--- config.mk ---
export PLATFORM = sky130hd
export DESIGN_NAME = dec_cfg
export DESIGN_NICKNAME = d
export VERILOG_FILES = /design/src/hdl/dec_pkg.sv /design/src/hdl/dec_cfg.sv
export SDC_FILE = /design/constraint.sdc
export NUM_CORES = 1
export LEC_CHECK = 0
export ABC_AREA = 1
export BUFFER_PORTS_ARGS = -buffer_cell sky130_fd_sc_hd__buf_4
export CAP_MARGIN = 10
export CORE_MARGIN = 1
export CORE_UTILIZATION = 41
export CTS_BUF_LIST = sky130_fd_sc_hd__clkbuf_2 sky130_fd_sc_hd__clkbuf_4 sky130_fd_sc_hd__clkbuf_8
export DETAILED_ROUTE_END_ITERATION = 10
export PLACE_DENSITY = 0.82
export SYNTH_ARGS = -nofsm -noshare
export SYNTH_HDL_FRONTEND = slang
export SYNTH_SLANG_ARGS = --single-unit
--- constraint.sdc ---
create_clock -name clk -period 1 [get_ports clk]
set_clock_uncertainty 0.05 [all_clocks]
set_input_delay 0.1 -clock clk [delete_from_list [all_inputs] [get_ports clk]]
set_output_delay 0.1 -clock clk [all_outputs]
set_load 0.05 [all_outputs]
--- src/hdl/dec_pkg.sv ---
// Shared constants and types for the diagonal edge crossing checker.
package dec_pkg;

  // Widths of the channel fields and the default coordinate width.
  localparam int FIELD_W         = 32;
  localparam int COORD_WIDTH_DEF = 32;

  // Colinear tolerance register.
  localparam int              TOL_W     = 40;
  localparam logic [TOL_W-1:0] TOL_RESET = 40'd4295;

  // Configuration port: one 40-bit register, so 64-bit data and 8-byte stride.
  localparam int CFG_DATA_W = 64;
  localparam int CFG_ADDR_W = 4;
  localparam logic REG_COLINEAR_TOL = 1'b0;

  // Depth of the queue between the front and the back.
  localparam int QUEUE_DEPTH = 4;

  // Per-edge control carried with the coordinates through the queue.
  typedef struct packed {
    logic edge_ok;  // a previous vertex exists, so this beat closes an edge
    logic first;    // start of a chain: clear the crossed flag
    logic last;     // end of a chain: emit the verdict
  } edge_flags_t;

  localparam int FLAGS_W = $bits(edge_flags_t);

endpackage

--- src/hdl/dec_cfg.sv ---
// APB-style register block holding the colinear tolerance.
module dec_cfg (
  input  logic                              clk,
  input  logic                              rst_n,
  input  logic                              cfg_psel,
  input  logic                              cfg_penable,
  input  logic                              cfg_pwrite,
  input  logic [dec_pkg::CFG_ADDR_W-1:0]    cfg_paddr,
  input  logic [dec_pkg::CFG_DATA_W-1:0]    cfg_pwdata,
  output logic [dec_pkg::CFG_DATA_W-1:0]    cfg_prdata,
  output logic                              cfg_pready,
  output logic [dec_pkg::TOL_W-1:0]         tol
);

  logic [dec_pkg::TOL_W-1:0] tol_r, tol_nxt;
  logic                      sel_tol;
  logic                      wr_en;

  assign cfg_pready = 1'b1;
  // Register index sits above the 8-byte offset.
  assign sel_tol    = (cfg_paddr[dec_pkg::CFG_ADDR_W-1] == dec_pkg::REG_COLINEAR_TOL);
  assign wr_en      = cfg_psel && cfg_penable && cfg_pwrite && cfg_pready;

  always_comb begin
    tol_nxt = tol_r;
    if (wr_en && sel_tol) begin
      tol_nxt = cfg_pwdata[dec_pkg::TOL_W-1:0];
    end
  end

  always_ff @(posedge clk) begin
    if (!rst_n) begin
      tol_r <= dec_pkg::TOL_RESET;
    end else begin
      tol_r <= tol_nxt;
    end
  end

  always_comb begin
    cfg_prdata = '0;
    if (sel_tol) begin
      cfg_prdata = {{(dec_pkg::CFG_DATA_W-dec_pkg::TOL_W){1'b0}}, tol_r};
    end
  end

  assign tol = tol_r;

endmodule

### Word level (Yosys, flattened, before mapping)

Index checks and enable logic that the tools add are counted.

* bitwise logic cells: 1
* order comparisons: 0
* $mul: 0
* div/mod/pow operators: 0
* muxes and demuxes: 1
* equality and inequality tests: 0
* shift-type cells: 0
* add/sub/neg operators: 0
* reduce and logical (&&, ||, !) cells: 3

Operators by type and width (number)
* 2-to-1 mux 40 bit: 1
* logical AND 1 bit: 3
* inverter 1 bit: 1

* flip-flop bits (word level): 40
* memory bits (read-only): 0
* RAM bits: 0
* word-level logic and storage cells: 6
* bits in latches: 0
* memories kept: 0

### Depth between registers and ports, before layout

Gate-level depths: netlist (run 1).

* depth in word-level cells: 3
* gate-level depth with buffers: 7

### Worst setup path before layout (run 1)

Ideal clock, no wire load.

* path type: register to output
* start point: register tol_r (netlist bit tol[10])
* end point: output port cfg_prdata[10] (netlist bit)
* stages on the path, launching flop included: 3
* required time: 0.850 ns
* setup slack: -0.514 ns
* arrival time: 1.364 ns
* cells stage by stage: dfxtp_1 > inv_1 > nor2_1

* longest elaborated chain between the ends: 1

RTL lines
* from (decl): RTL line dec_cfg.sv:15 `logic [dec_pkg::TOL_W-1:0] tol_r, tol_nxt;`
* from (signal assigned): RTL line dec_cfg.sv:33 `tol_r <= dec_pkg::TOL_RESET;`
* from (signal assigned): RTL line dec_cfg.sv:35 `tol_r <= tol_nxt;`
* 2-to-1 mux 40 bit: RTL line dec_cfg.sv:41 `if (sel_tol) begin`
* to (decl): RTL line dec_cfg.sv:10 `output logic [dec_pkg::CFG_DATA_W-1:0] cfg_prdata,`

No other way between the ends.

### Worst setup path after layout (run 1)

* start point: register tol_r (netlist bit tol[33])
* end point: output port cfg_prdata[33] (netlist bit)

Same word-level chain as after synthesis.

==> results of run 1 <==
[critical path: cells and delay by family (launching register included)]
kind | cells | cell delay [ns]
DFF | 1 | 0.38
buffers and inverters | 2 | 0.19
and+or+nand+nor | 1 | 0.12
[timing repair]
| item | 4_1_cts | 5_1_grt |
|---|---|---|
| buffers inserted | 2 | 0 |
| hold buffers | 6 | 0 |
| hold endpoints to repair | 6 | 0 |
| pin swaps | 34 | 6 |
| cloned | 0 | 0 |
| setup endpoints to repair | 40 | 79 |
| resized for setup | 88 | 56 |
[cell usage after synthesis]
cell type	count	area share, %
nand2_2	1	0.28
nand2_1	48	8.1
nand3_1	40	9.0
nor2_1	108	18
nor2_4	2	1.0
inv_2	3	0.51
buf_6	5	2.5
buf_2	3	0.68
buf_1	2	0.34
clkbuf_1	6	1.0
buf_4	28	9.5
conb_1	2	0.34
dfxtp_1	40	36
inv_1	74	12
[worst max-delay path by stage]
stage,from,end,cells after the start
global placement,cfg_paddr[3],tol[1]$_SDFFE_PN1P_,5
floorplan,tol[10]$_SDFFE_PN0P_,cfg_prdata[10],2
detailed placement,cfg_paddr[3],tol[15]$_SDFFE_PN0P_,7
global route,tol[33]$_SDFFE_PN0P_,cfg_prdata[33],3
finish,tol[33]$_SDFFE_PN0P_,cfg_prdata[33],3
CTS,tol[24]$_SDFFE_PN0P_,cfg_prdata[24],3
[power groups by stage]
stage,logic (mW),registers (mW),clock network [mW]
after floorplan,0.824,1.85,0
after global placement,1.30,1.66,0
after detailed placement,1.32,1.66,0
after CTS,1.39,1.63,1.04
after global routing,1.53,1.66,1.09
final,1.46,1.65,1.01
[metal layers]
layer	wire [µm]	vias to the layer above
met1	2700	1189
li1	-	1244
met3	710	28
met2	4270	145
met5	0	-
met4	225	0
[cell families after synthesis]
kind of cell | Yosys count
DFF | 40
buffers and inverters | 121
other | 2
and+or+nand+nor | 199
[final cells by class]
cell class              instances  share of cell area (%)
flip-flops and latches         40                    22.8
clock buffers                   5                    1.65
multi-input cells             224                    29.0
clock inverters                 3                   0.330
inverters                      77                    7.54
repair buffers                142                    36.5
well taps                      70                    2.10
[through the flow]
step	utilization [%]	cells	power, mW
floorplan	-	385	2.68
global placement	70.2	545	2.96
detailed placement	70.2	545	2.98
CTS	76.7	561	4.06
global route	80.5	561	4.28
finish	80.5	561	4.12
==> impl_metrics.prom, run 1 <==
# TYPE chip_impl_metric gauge
chip_impl_info{name="status",value="finished with violations"} 1
chip_impl_info{name="failed_checks",value="setup timing"} 1
chip_impl_metric{name="placement.io_buffers",unit=""} 125
chip_impl_metric{name="synth_sequential_area_ratio",unit="%"} 36.0
chip_impl_metric{name="synth_compound_area_share",unit="%"} 0
chip_impl_metric{name="worstHoldPathCells",unit=""} 5
chip_impl_metric{name="multi_input_gate_area_in_the_final_layout",unit="µm²"} 1210
chip_impl_metric{name="setup_viol",unit=""} 43
chip_impl_metric{name="share_seq_of_total_power",unit="%"} 40.1
chip_impl_metric{name="setup_tns",unit="ns"} -3.38
chip_impl_info{name="hold_start",value="cfg_pwdata[8]"} 1
chip_impl_metric{name="worst_hold_slack",unit="ns"} 0.0739
chip_impl_metric{name="cts_num_sinks",unit=""} 40
chip_impl_metric{name="maxClockFrequency",unit="GHz"} 0.889
chip_impl_metric{name="global_route.usage.total",unit="%"} 22.6
chip_impl_info{name="grt_setup_unrepaired",value="yes"} 1
chip_impl_metric{name="p_leak",unit="nW"} 1.97
chip_impl_metric{name="hpwl",unit="µm"} 4540
chip_impl_metric{name="muxShareOfSynthArea",unit="%"} 0
chip_impl_info{name="hold-path-endpoint",value="tol[8]$_SDFFE_PN0P_"} 1
chip_impl_metric{name="drtAntennaViolNets",unit=""} 0
chip_impl_metric{name="fin_ws",unit="ns"} -0.125
chip_impl_metric{name="xor_xnor_portion_of_the_synthesized_cell_area",unit="%"} 0
chip_impl_metric{name="placedInstanceArea",unit="µm²"} 3630
chip_impl_metric{name="r2r_slack",unit="ns"} 0.24
chip_impl_metric{name="timing.final.crit_share",unit="%"} 113
chip_impl_metric{name="detail_route.first_pass.iterations",unit=""} 4
chip_impl_metric{name="period_minus_slack",unit="ns"} 1.13
chip_impl_metric{name="grt_first_pass_wirelength",unit="µm"} 9590
chip_impl_info{name="worstSetupPathType",value="flop to output pin"} 1
chip_impl_metric{name="p_int",unit="mW"} 2.55
chip_impl_metric{name="layout-drive-gt1-share",unit="%"} 54.8
chip_impl_metric{name="io_pins",unit=""} 178
chip_impl_metric{name="clock_insertion_delay_worst_skew",unit="ns"} 0.28
chip_impl_metric{name="syn_avg_cell_area",unit="µm²"} 6.14
chip_impl_info{name="most-common-layout-cells",value="nor2_1 (68), buf_6 (58), buf_4 (53)"} 1
chip_impl_metric{name="ff_latch_area",unit="µm²"} 951
chip_impl_metric{name="grt_util_met3",unit="%"} 6.75
chip_impl_metric{name="cts-buffers-inserted",unit=""} 5
chip_impl_metric{name="largest_net_degree_at_the_start_of_global_routing",unit=""} 41
chip_impl_metric{name="n_antenna_cell",unit=""} 0
chip_impl_metric{name="r2r_cells",unit=""} 2
chip_impl_metric{name="crit_arrival",unit="ns"} 0.98
chip_impl_metric{name="areaGrowthSynthToFinish",unit="%"} 87.3
chip_impl_info{name="critical-path-slowest-cell",value="dfxtp_4"} 1
chip_impl_metric{name="die_area",unit="µm²"} 5720
chip_impl_metric{name="dp_worst_setup_slack",unit="ns"} 0.000554
chip_impl_metric{name="cts-htree-levels",unit=""} 2
chip_impl_info{name="regToRegEndpoint",value="tol[30]$_SDFFE_PN0P_"} 1
chip_impl_info{name="start_kind",value="flop"} 1
chip_impl_info{name="hp-class",value="input port to flop"} 1
chip_impl_metric{name="die-width",unit="µm"} 75.6
chip_impl_metric{name="worst_path_max_stage_delay",unit="ns"} 0.38
chip_impl_metric{name="vdd.ir_drop.worst",unit="mV"} 0.667
chip_impl_metric{name="routed_wire_length",unit="µm"} 7910
chip_impl_metric{name="fillers",unit=""} 328
chip_impl_metric{name="vias_in_the_first_global_route",unit=""} 2128
chip_impl_info{name="crit_path_cell_trace",value="inv_4 > nor2_4 > buf_8"} 1
chip_impl_info{name="cts.root.buffer_cell",value="clkbuf_8"} 1
chip_impl_metric{name="pwr-share-comb",unit="%"} 35.4
chip_impl_metric{name="total_switching_power",unit="mW"} 1.57
chip_impl_metric{name="drc",unit=""} 0
chip_impl_metric{name="cts.clk_slew.worst_paths",unit="ns"} 0.08
chip_impl_metric{name="maxCapViolations",unit=""} 0
chip_impl_metric{name="yosys_warnings",unit=""} 0
chip_impl_info{name="cts_tree",value="built"} 1
chip_impl_metric{name="post_detailed_route_wirelength_per_cell",unit="µm"} 14.1
chip_impl_info{name="main_combinational_cell_family_by_area_after_synthesis",value="simple AND/OR/NAND/NOR gates"} 1
chip_impl_metric{name="placementRows",unit=""} 26
chip_impl_metric{name="grt_antenna_before_repair",unit=""} 0
chip_impl_metric{name="placeableCoreArea",unit="µm²"} 5170
chip_impl_info{name="layout_commonest_cell",value="nor2_1"} 1
chip_impl_metric{name="post_synth_and_or_nand_nor_area_fraction",unit="%"} 36.6
chip_impl_metric{name="power.density",unit="nW/µm²"} 989
chip_impl_metric{name="postSynthRegisterBits",unit=""} 40
chip_impl_metric{name="mappedNetlistArea",unit="µm²"} 2220
chip_impl_metric{name="use_met2",unit="%"} 43.0
chip_impl_metric{name="synth_cell_types",unit=""} 14
chip_impl_info{name="global_route.peak_usage_layer",value="met2"} 1
chip_impl_metric{name="place_congestion",unit=""} 0.763
chip_impl_metric{name="via_count",unit=""} 2606
chip_impl_metric{name="clock_path_buffers",unit=""} 2
chip_impl_metric{name="avgViaCountPerCell",unit=""} 4.65
chip_impl_metric{name="final_cell_area",unit="µm²"} 4170
chip_impl_metric{name="synth_adder_area_share",unit="%"} 0
chip_impl_metric{name="final_global_route_overflow_total",unit=""} 0
chip_impl_metric{name="final_net_count",unit=""} 563
chip_impl_metric{name="largest_register_ffs",unit=""} 40
chip_impl_metric{name="die-height",unit="µm"} 75.6
chip_impl_info{name="endpoint_kind",value="output pin"} 1
chip_impl_metric{name="met1_usage",unit="%"} 23.3
chip_impl_metric{name="worst_ep_required_time",unit="ns"} 0.85
chip_impl_metric{name="clock_power_share",unit="%"} 24.5
chip_impl_metric{name="initial_utilization",unit="%"} 43.0
chip_impl_metric{name="number_of_drc_markers_in_iteration_0",unit=""} 167
chip_impl_metric{name="critical_path.max_fanout",unit=""} 3
chip_impl_info{name="rr_startpoint",value="tol[30]$_SDFFE_PN0P_"} 1
chip_impl_metric{name="slew_violations",unit=""} 0
chip_impl_metric{name="finalHoldViolCount",unit=""} 0
chip_impl_metric{name="synth_cells",unit=""} 362
chip_impl_metric{name="net_switching_share_of_the_total_power",unit="%"} 38.1
(Power assumes the default switching activity.)
==> run 2, diff against run 1 <==
==> constraint.sdc (replaced) <==
create_clock -name clk -period 1.15 [get_ports clk]
set_clock_uncertainty 0.05 [all_clocks]
set_input_delay 0.0575 -clock clk [delete_from_list [all_inputs] [get_ports clk]]
set_output_delay 0.0575 -clock clk [all_outputs]
set_load 0.05 [all_outputs]
==> run 2 against run 1 <==
Effect of this change:
- the flow now finishes without violations
- die area unchanged
- register-to-register slack improved by 0.26 ns
- design area decreased by 12%
- hold slack got worse by 0.045 ns
- setup slack improved by 0.20 ns
- final cell count decreased by 0.71%
- utilization decreased by 9.9 points
- combinational power decreased by 21%
- sequential power decreased by 10%
- critical path type unchanged
- largest power group unchanged
==> impl_metrics.prom, run 2 (same netlist as run 1, synthesis figures left out) <==
# TYPE chip_impl_metric gauge
chip_impl_metric{name="timing.final.crit_share",unit="%"} 93.8
chip_impl_metric{name="number_of_drc_markers_in_iteration_0",unit=""} 151
chip_impl_metric{name="slew_violations",unit=""} 0
chip_impl_metric{name="power.density",unit="nW/µm²"} 963
chip_impl_metric{name="met1_usage",unit="%"} 22.1
chip_impl_metric{name="die_area",unit="µm²"} 5720
chip_impl_metric{name="die-width",unit="µm"} 75.6
chip_impl_metric{name="final_net_count",unit=""} 560
chip_impl_metric{name="net_switching_share_of_the_total_power",unit="%"} 36.5
chip_impl_metric{name="p_int",unit="mW"} 2.23
chip_impl_metric{name="routed_wire_length",unit="µm"} 5950
chip_impl_metric{name="core_occupancy_in_the_finished_layout",unit="%"} 70.6
chip_impl_metric{name="n_antenna_cell",unit=""} 0
chip_impl_metric{name="worst_ep_required_time",unit="ns"} 1.04
chip_impl_metric{name="io_pins",unit=""} 178
chip_impl_info{name="grt_setup_unrepaired",value="no"} 1
chip_impl_metric{name="via_count",unit=""} 2377
chip_impl_metric{name="ff_latch_area",unit="µm²"} 851
chip_impl_metric{name="ctsResizeCount",unit=""} 0
chip_impl_metric{name="placementRows",unit=""} 26
chip_impl_metric{name="clock_path_buffers",unit=""} 2
chip_impl_metric{name="clock_power_share",unit="%"} 25.1
chip_impl_metric{name="total_switching_power",unit="mW"} 1.28
chip_impl_metric{name="fillers",unit=""} 418
chip_impl_metric{name="avgViaCountPerCell",unit=""} 4.27
chip_impl_metric{name="use_met2",unit="%"} 39.2
chip_impl_metric{name="cts-htree-levels",unit=""} 2
chip_impl_metric{name="largest_register_ffs",unit=""} 40
chip_impl_metric{name="drtAntennaViolNets",unit=""} 0
chip_impl_metric{name="placedInstanceArea",unit="µm²"} 3510
chip_impl_metric{name="vdd.ir_drop.worst",unit="mV"} 0.512
chip_impl_metric{name="initial_utilization",unit="%"} 43.0
chip_impl_metric{name="layout-drive-gt1-share",unit="%"} 46.4
chip_impl_metric{name="setup_viol",unit=""} 0
chip_impl_metric{name="dp_worst_setup_slack",unit="ns"} 0.169
chip_impl_metric{name="placeableCoreArea",unit="µm²"} 5170
chip_impl_metric{name="p_leak",unit="nW"} 1.86
chip_impl_metric{name="cts.hold.buffers_added",unit=""} 6
chip_impl_metric{name="period_minus_slack",unit="ns"} 1.08
chip_impl_info{name="status",value="finished clean"} 1
chip_impl_metric{name="fin_ws",unit="ns"} 0.0713
chip_impl_metric{name="critical_path.max_fanout",unit=""} 3
chip_impl_metric{name="place_congestion",unit=""} 0.709
chip_impl_metric{name="number_of_buffers_inserted_to_repair_setup_after_cts",unit=""} 0
chip_impl_metric{name="drc",unit=""} 0
chip_impl_metric{name="die-height",unit="µm"} 75.6
chip_impl_metric{name="areaGrowthSynthToFinish",unit="%"} 64.2
chip_impl_metric{name="multi_input_gate_area_in_the_final_layout",unit="µm²"} 1210
chip_impl_metric{name="pwr-share-comb",unit="%"} 32.7
chip_impl_info{name="start_kind",value="flop"} 1
chip_impl_metric{name="cts_num_sinks",unit=""} 40
chip_impl_metric{name="cts.clk_slew.worst_paths",unit="ns"} 0.07
chip_impl_info{name="global_route.peak_usage_layer",value="met2"} 1
chip_impl_metric{name="detail_route.first_pass.iterations",unit=""} 4
chip_impl_metric{name="crit_arrival",unit="ns"} 0.97
chip_impl_metric{name="share_seq_of_total_power",unit="%"} 42.1
chip_impl_metric{name="largest_net_degree_at_the_start_of_global_routing",unit=""} 41
chip_impl_metric{name="setup_tns",unit="ns"} 0
chip_impl_info{name="endpoint_kind",value="output pin"} 1
chip_impl_metric{name="final_cell_area",unit="µm²"} 3650
chip_impl_metric{name="placement.io_buffers",unit=""} 125
chip_impl_info{name="cts_tree",value="built"} 1
chip_impl_metric{name="vias_in_the_first_global_route",unit=""} 1991
chip_impl_metric{name="total_power",unit="mW"} 3.52
chip_impl_metric{name="global_route.usage.total",unit="%"} 20.7
chip_impl_info{name="most-common-layout-cells",value="buf_4 (127), inv_1 (74), nor2_1 (68)"} 1
chip_impl_metric{name="grt_antenna_before_repair",unit=""} 0
chip_impl_metric{name="final_global_route_overflow_total",unit=""} 0
chip_impl_metric{name="grt_util_met3",unit="%"} 6.35
chip_impl_metric{name="maxClockFrequency",unit="GHz"} 0.927
chip_impl_metric{name="maxCapViolations",unit=""} 0
chip_impl_metric{name="grt_first_pass_wirelength",unit="µm"} 8910
chip_impl_info{name="worstSetupPathType",value="flop to output pin"} 1
chip_impl_info{name="layout_commonest_cell",value="buf_4"} 1
chip_impl_metric{name="finalHoldViolCount",unit=""} 0
chip_impl_info{name="cts.root.buffer_cell",value="clkbuf_8"} 1
chip_impl_info{name="hp-class",value="input port to flop"} 1
chip_impl_metric{name="clock_insertion_delay_worst_skew",unit="ns"} 0.28
chip_impl_metric{name="post_detailed_route_wirelength_per_cell",unit="µm"} 10.7
chip_impl_metric{name="cts-buffers-inserted",unit=""} 5
chip_impl_metric{name="hpwl",unit="µm"} 4500
[run 2: final cells by class]
| class | count | area share [%] |
|---|---|---|
| multi-input cells | 224 | 33.1 |
| repair buffers | 139 | 31.0 |
| flip-flops and latches | 40 | 23.3 |
| inverters | 77 | 7.92 |
| well taps | 70 | 2.40 |
| clock buffers | 6 | 2.09 |
| clock inverters | 1 | 0.137 |
[run 2: path summary, 6_finish.rpt]
path | startpoint | to | slack (ns) | cells after the start
setup / recovery | tol[23]$_SDFFE_PN0P_ | cfg_prdata[23] | 0.07 | 3
hold / removal | cfg_pwdata[37] | tol[37]$_SDFFE_PN0P_ | 0.03 | 5
setup reg to reg | tol[19]$_SDFFE_PN0P_ | tol[19]$_SDFFE_PN0P_ | 0.50 | 2
hold reg to reg | tol[2]$_SDFFE_PN1P_ | tol[2]$_SDFFE_PN1P_ | 0.42 | 2
[run 2: power by group through the flow]
stage	sequential [mW]	combinational, mW	clock (mW)
after global placement	1.51	1.12	0
final	1.48	1.15	0.883
after global routing	1.49	1.23	0.963
after CTS	1.48	1.16	0.916
after floorplan	1.68	0.709	0
after detailed placement	1.51	1.14	0
[run 2: through the flow]
stage | instances | hold WS [ns]
2_1_floorplan | 385 | 0.134
3_3_place_gp | 544 | 0.220
3_5_place_dp | 544 | 0.223
4_1_cts | 557 | 0.0194
5_1_grt | 557 | 0.0486
6_report | 557 | 0.0293
[run 2: worst max-delay path, cell delays in order, from the launching register on]
cell	delay, ns
dfxtp_2	0.35
inv_1	0.06
nor2_4	0.08
buf_4	0.20
[run 2: layer usage]
metal	vias to the layer above	routed length, µm
li1	1232	-
met1	1038	2270
met2	103	3120
met3	4	522
met4	0	44
met5	-	0
==> run 3, diff against run 2 <==
Settings changed: CORE_UTILIZATION 41 to 37, PLACE_DENSITY 0.82 to 0.78.
Clock period 1.15 ns to 0.9 ns, I/O delays scaled along.
==> run 3 against run 2 <==
Effect of this change:
- the flow now finishes with violations (setup timing)
- total power grew 39%
- global-route usage grew 2.5 points
- flip-flop and latch count is the same
- design area grew 26%
- non-clock buffer count increased by 31
- final cell count rose by 6.1%
- first-iteration DRC count is 39% higher
- clock power is 39% higher
- via count increased by 20%
- critical path type unchanged
- critical endpoint is now cfg_prdata[34]
==> impl_metrics.prom, run 3 (same netlist as run 1, synthesis figures left out) <==
# TYPE chip_impl_metric gauge
chip_impl_info{name="status",value="finished with violations"} 1
chip_impl_info{name="failed_checks",value="setup timing"} 1
chip_impl_metric{name="grt_antenna_before_repair",unit=""} 0
chip_impl_info{name="hold_start",value="cfg_pwdata[3]"} 1
chip_impl_metric{name="cts_num_sinks",unit=""} 40
chip_impl_metric{name="cts-htree-levels",unit=""} 2
chip_impl_metric{name="drtAntennaViolNets",unit=""} 0
chip_impl_metric{name="power.density",unit="nW/µm²"} 1060
chip_impl_metric{name="routed_wire_length",unit="µm"} 9790
chip_impl_info{name="hp-class",value="input port to flop"} 1
chip_impl_metric{name="fillers",unit=""} 312
chip_impl_metric{name="placedCellCount",unit=""} 552
chip_impl_metric{name="placementRows",unit=""} 27
chip_impl_metric{name="cts.clk_slew.worst_paths",unit="ns"} 0.08
chip_impl_metric{name="final_cell_area",unit="µm²"} 4590
chip_impl_metric{name="slew_violations",unit=""} 0
chip_impl_metric{name="hpwl",unit="µm"} 4620
chip_impl_info{name="grt_setup_unrepaired",value="yes"} 1
chip_impl_metric{name="placement.io_buffers",unit=""} 125
chip_impl_info{name="worstSetupPathType",value="flop to output pin"} 1
chip_impl_metric{name="setup_tns",unit="ns"} -8.27
chip_impl_metric{name="die-height",unit="µm"} 79.5
chip_impl_info{name="hold-path-endpoint",value="tol[3]$_SDFFE_PN0P_"} 1
chip_impl_metric{name="worst_hold_slack",unit="ns"} 0.00533
chip_impl_metric{name="ff_latch_area",unit="µm²"} 951
chip_impl_metric{name="post_detailed_route_wirelength_per_cell",unit="µm"} 16.6
chip_impl_metric{name="number_of_drc_markers_in_iteration_0",unit=""} 210
chip_impl_metric{name="n_antenna_cell",unit=""} 0
chip_impl_metric{name="period_minus_slack",unit="ns"} 1.10
chip_impl_info{name="layout_commonest_cell",value="nor2_1"} 1
chip_impl_metric{name="clock_path_buffers",unit=""} 2
chip_impl_metric{name="cts-buffers-inserted",unit=""} 5
chip_impl_metric{name="areaGrowthSynthToFinish",unit="%"} 106
chip_impl_metric{name="maxClockFrequency",unit="GHz"} 0.909
chip_impl_metric{name="p_leak",unit="nW"} 2.17
chip_impl_metric{name="worstHoldPathCells",unit=""} 5
chip_impl_metric{name="vdd.ir_drop.worst",unit="mV"} 0.870
chip_impl_info{name="endpoint_kind",value="output pin"} 1
chip_impl_metric{name="vias_in_the_first_global_route",unit=""} 2344
chip_impl_metric{name="setup_viol",unit=""} 79
chip_impl_info{name="start_kind",value="flop"} 1
chip_impl_metric{name="dp_worst_setup_slack",unit="ns"} -0.0638
chip_impl_metric{name="clock_insertion_delay_worst_skew",unit="ns"} 0.29
chip_impl_metric{name="crit_arrival",unit="ns"} 1.01
chip_impl_metric{name="layout-drive-gt1-share",unit="%"} 57.4
chip_impl_info{name="cts_tree",value="built"} 1
chip_impl_metric{name="finalHoldViolCount",unit=""} 0
chip_impl_info{name="most-common-layout-cells",value="nor2_1 (67), buf_4 (62), buf_8 (57)"} 1
chip_impl_metric{name="r2r_cells",unit=""} 4
chip_impl_metric{name="grt_first_pass_wirelength",unit="µm"} 11300
chip_impl_metric{name="largest_net_degree_at_the_start_of_global_routing",unit=""} 41
chip_impl_metric{name="drc",unit=""} 0
chip_impl_metric{name="largest_register_ffs",unit=""} 40
chip_impl_metric{name="global_route.usage.total",unit="%"} 23.3
chip_impl_metric{name="via_count",unit=""} 2849
chip_impl_metric{name="placeableCoreArea",unit="µm²"} 5640
chip_impl_metric{name="final_net_count",unit=""} 591
chip_impl_metric{name="die_area",unit="µm²"} 6320
chip_impl_metric{name="worst_ep_required_time",unit="ns"} 0.81
chip_impl_metric{name="placedInstanceArea",unit="µm²"} 3670
chip_impl_metric{name="maxCapViolations",unit=""} 0
chip_impl_metric{name="detail_route.first_pass.iterations",unit=""} 4
chip_impl_metric{name="die-width",unit="µm"} 79.5
chip_impl_info{name="cts.root.buffer_cell",value="clkbuf_8"} 1
chip_impl_metric{name="timing.final.crit_share",unit="%"} 122
chip_impl_metric{name="multi_input_gate_area_in_the_final_layout",unit="µm²"} 1210
chip_impl_info{name="regToRegEndpoint",value="tol[28]$_SDFFE_PN0P_"} 1
chip_impl_metric{name="avgViaCountPerCell",unit=""} 4.82
chip_impl_info{name="rr_startpoint",value="tol[28]$_SDFFE_PN0P_"} 1
chip_impl_metric{name="final_global_route_overflow_total",unit=""} 0
chip_impl_metric{name="io_pins",unit=""} 178
chip_impl_metric{name="r2r_slack",unit="ns"} -0.05
chip_impl_metric{name="critical_path.max_fanout",unit=""} 3
chip_impl_metric{name="fin_ws",unit="ns"} -0.200
chip_impl_metric{name="place_congestion",unit=""} 0.761
chip_impl_metric{name="finish.cell_count_without_fillers",unit=""} 591
chip_impl_metric{name="initial_utilization",unit="%"} 39.4
-- run 3: cell types whose count changed in the layout (fill, tap and decap cells not counted), sizes merged --
cell	delta
clkbuf	+1
buf	+31
-- run 3: repair_timing --
item / in CTS / in global routing
resized for setup: 134 / 62
buffers inserted: 6 / 19
pin swaps: 40 / 7
endpoints found under the hold margin: 6 / 0
endpoints found under the setup margin: 80 / 80
hold buffers: 6 / 0
-- run 3: layout make-up --
cell class              instances  area share (%)
repair buffers                170            42.5
multi-input cells             224            26.4
flip-flops and latches         40            20.7
inverters                      77            6.47
well taps                      72            1.96
clock buffers                   7            1.83
clock inverters                 1          0.0819
-- run 3: layer usage --
metal	vias to the layer above	routed length, µm	global-route usage [%]	share of wire, %
li1	1298	-	-	-
met1	1305	3450	25.3	35
met2	207	4930	42.9	50
met3	39	995	5.26	10
met4	0	418	9.45	4.3
met5	-	0	0	0
-- run 3: stage by stage --
stage / total power [mW] / utilization (%)
after CTS: 4.67 / 74.7
after global placement: 3.31 / 65.0
after floorplan: 2.98 / -
after detailed placement: 3.33 / 65.0
final: 4.88 / 81.3
after global routing: 5.05 / 81.3
-- run 3: power breakdown --
part / switching, mW / leakage (nW) / internal (mW)
registers: 0.0831 / 0.351 / 1.76
logic: 1.14 / 1.77 / 0.671
clock network: 0.627 / 0.0467 / 0.601
total: 1.85 / 2.17 / 3.03
-- run 3: worst max-delay path, cell delays in order (launching register included) --
cell and delay [ns]:
dfxtp_4 0.38, inv_2 0.05, nor2_4 0.11, buf_6 0.17
-- run 3: how the worst max path moves through the flow --
stage                               from  cells after the start              to
floorplan           tol[10]$_SDFFE_PN0P_                      2  cfg_prdata[10]
finish              tol[34]$_SDFFE_PN0P_                      3  cfg_prdata[34]
global placement            cfg_paddr[3]                      4   cfg_prdata[5]
CTS                 tol[38]$_SDFFE_PN0P_                      3  cfg_prdata[38]
global route        tol[34]$_SDFFE_PN0P_                      3  cfg_prdata[34]
detailed placement          cfg_paddr[3]                      4  cfg_prdata[33]
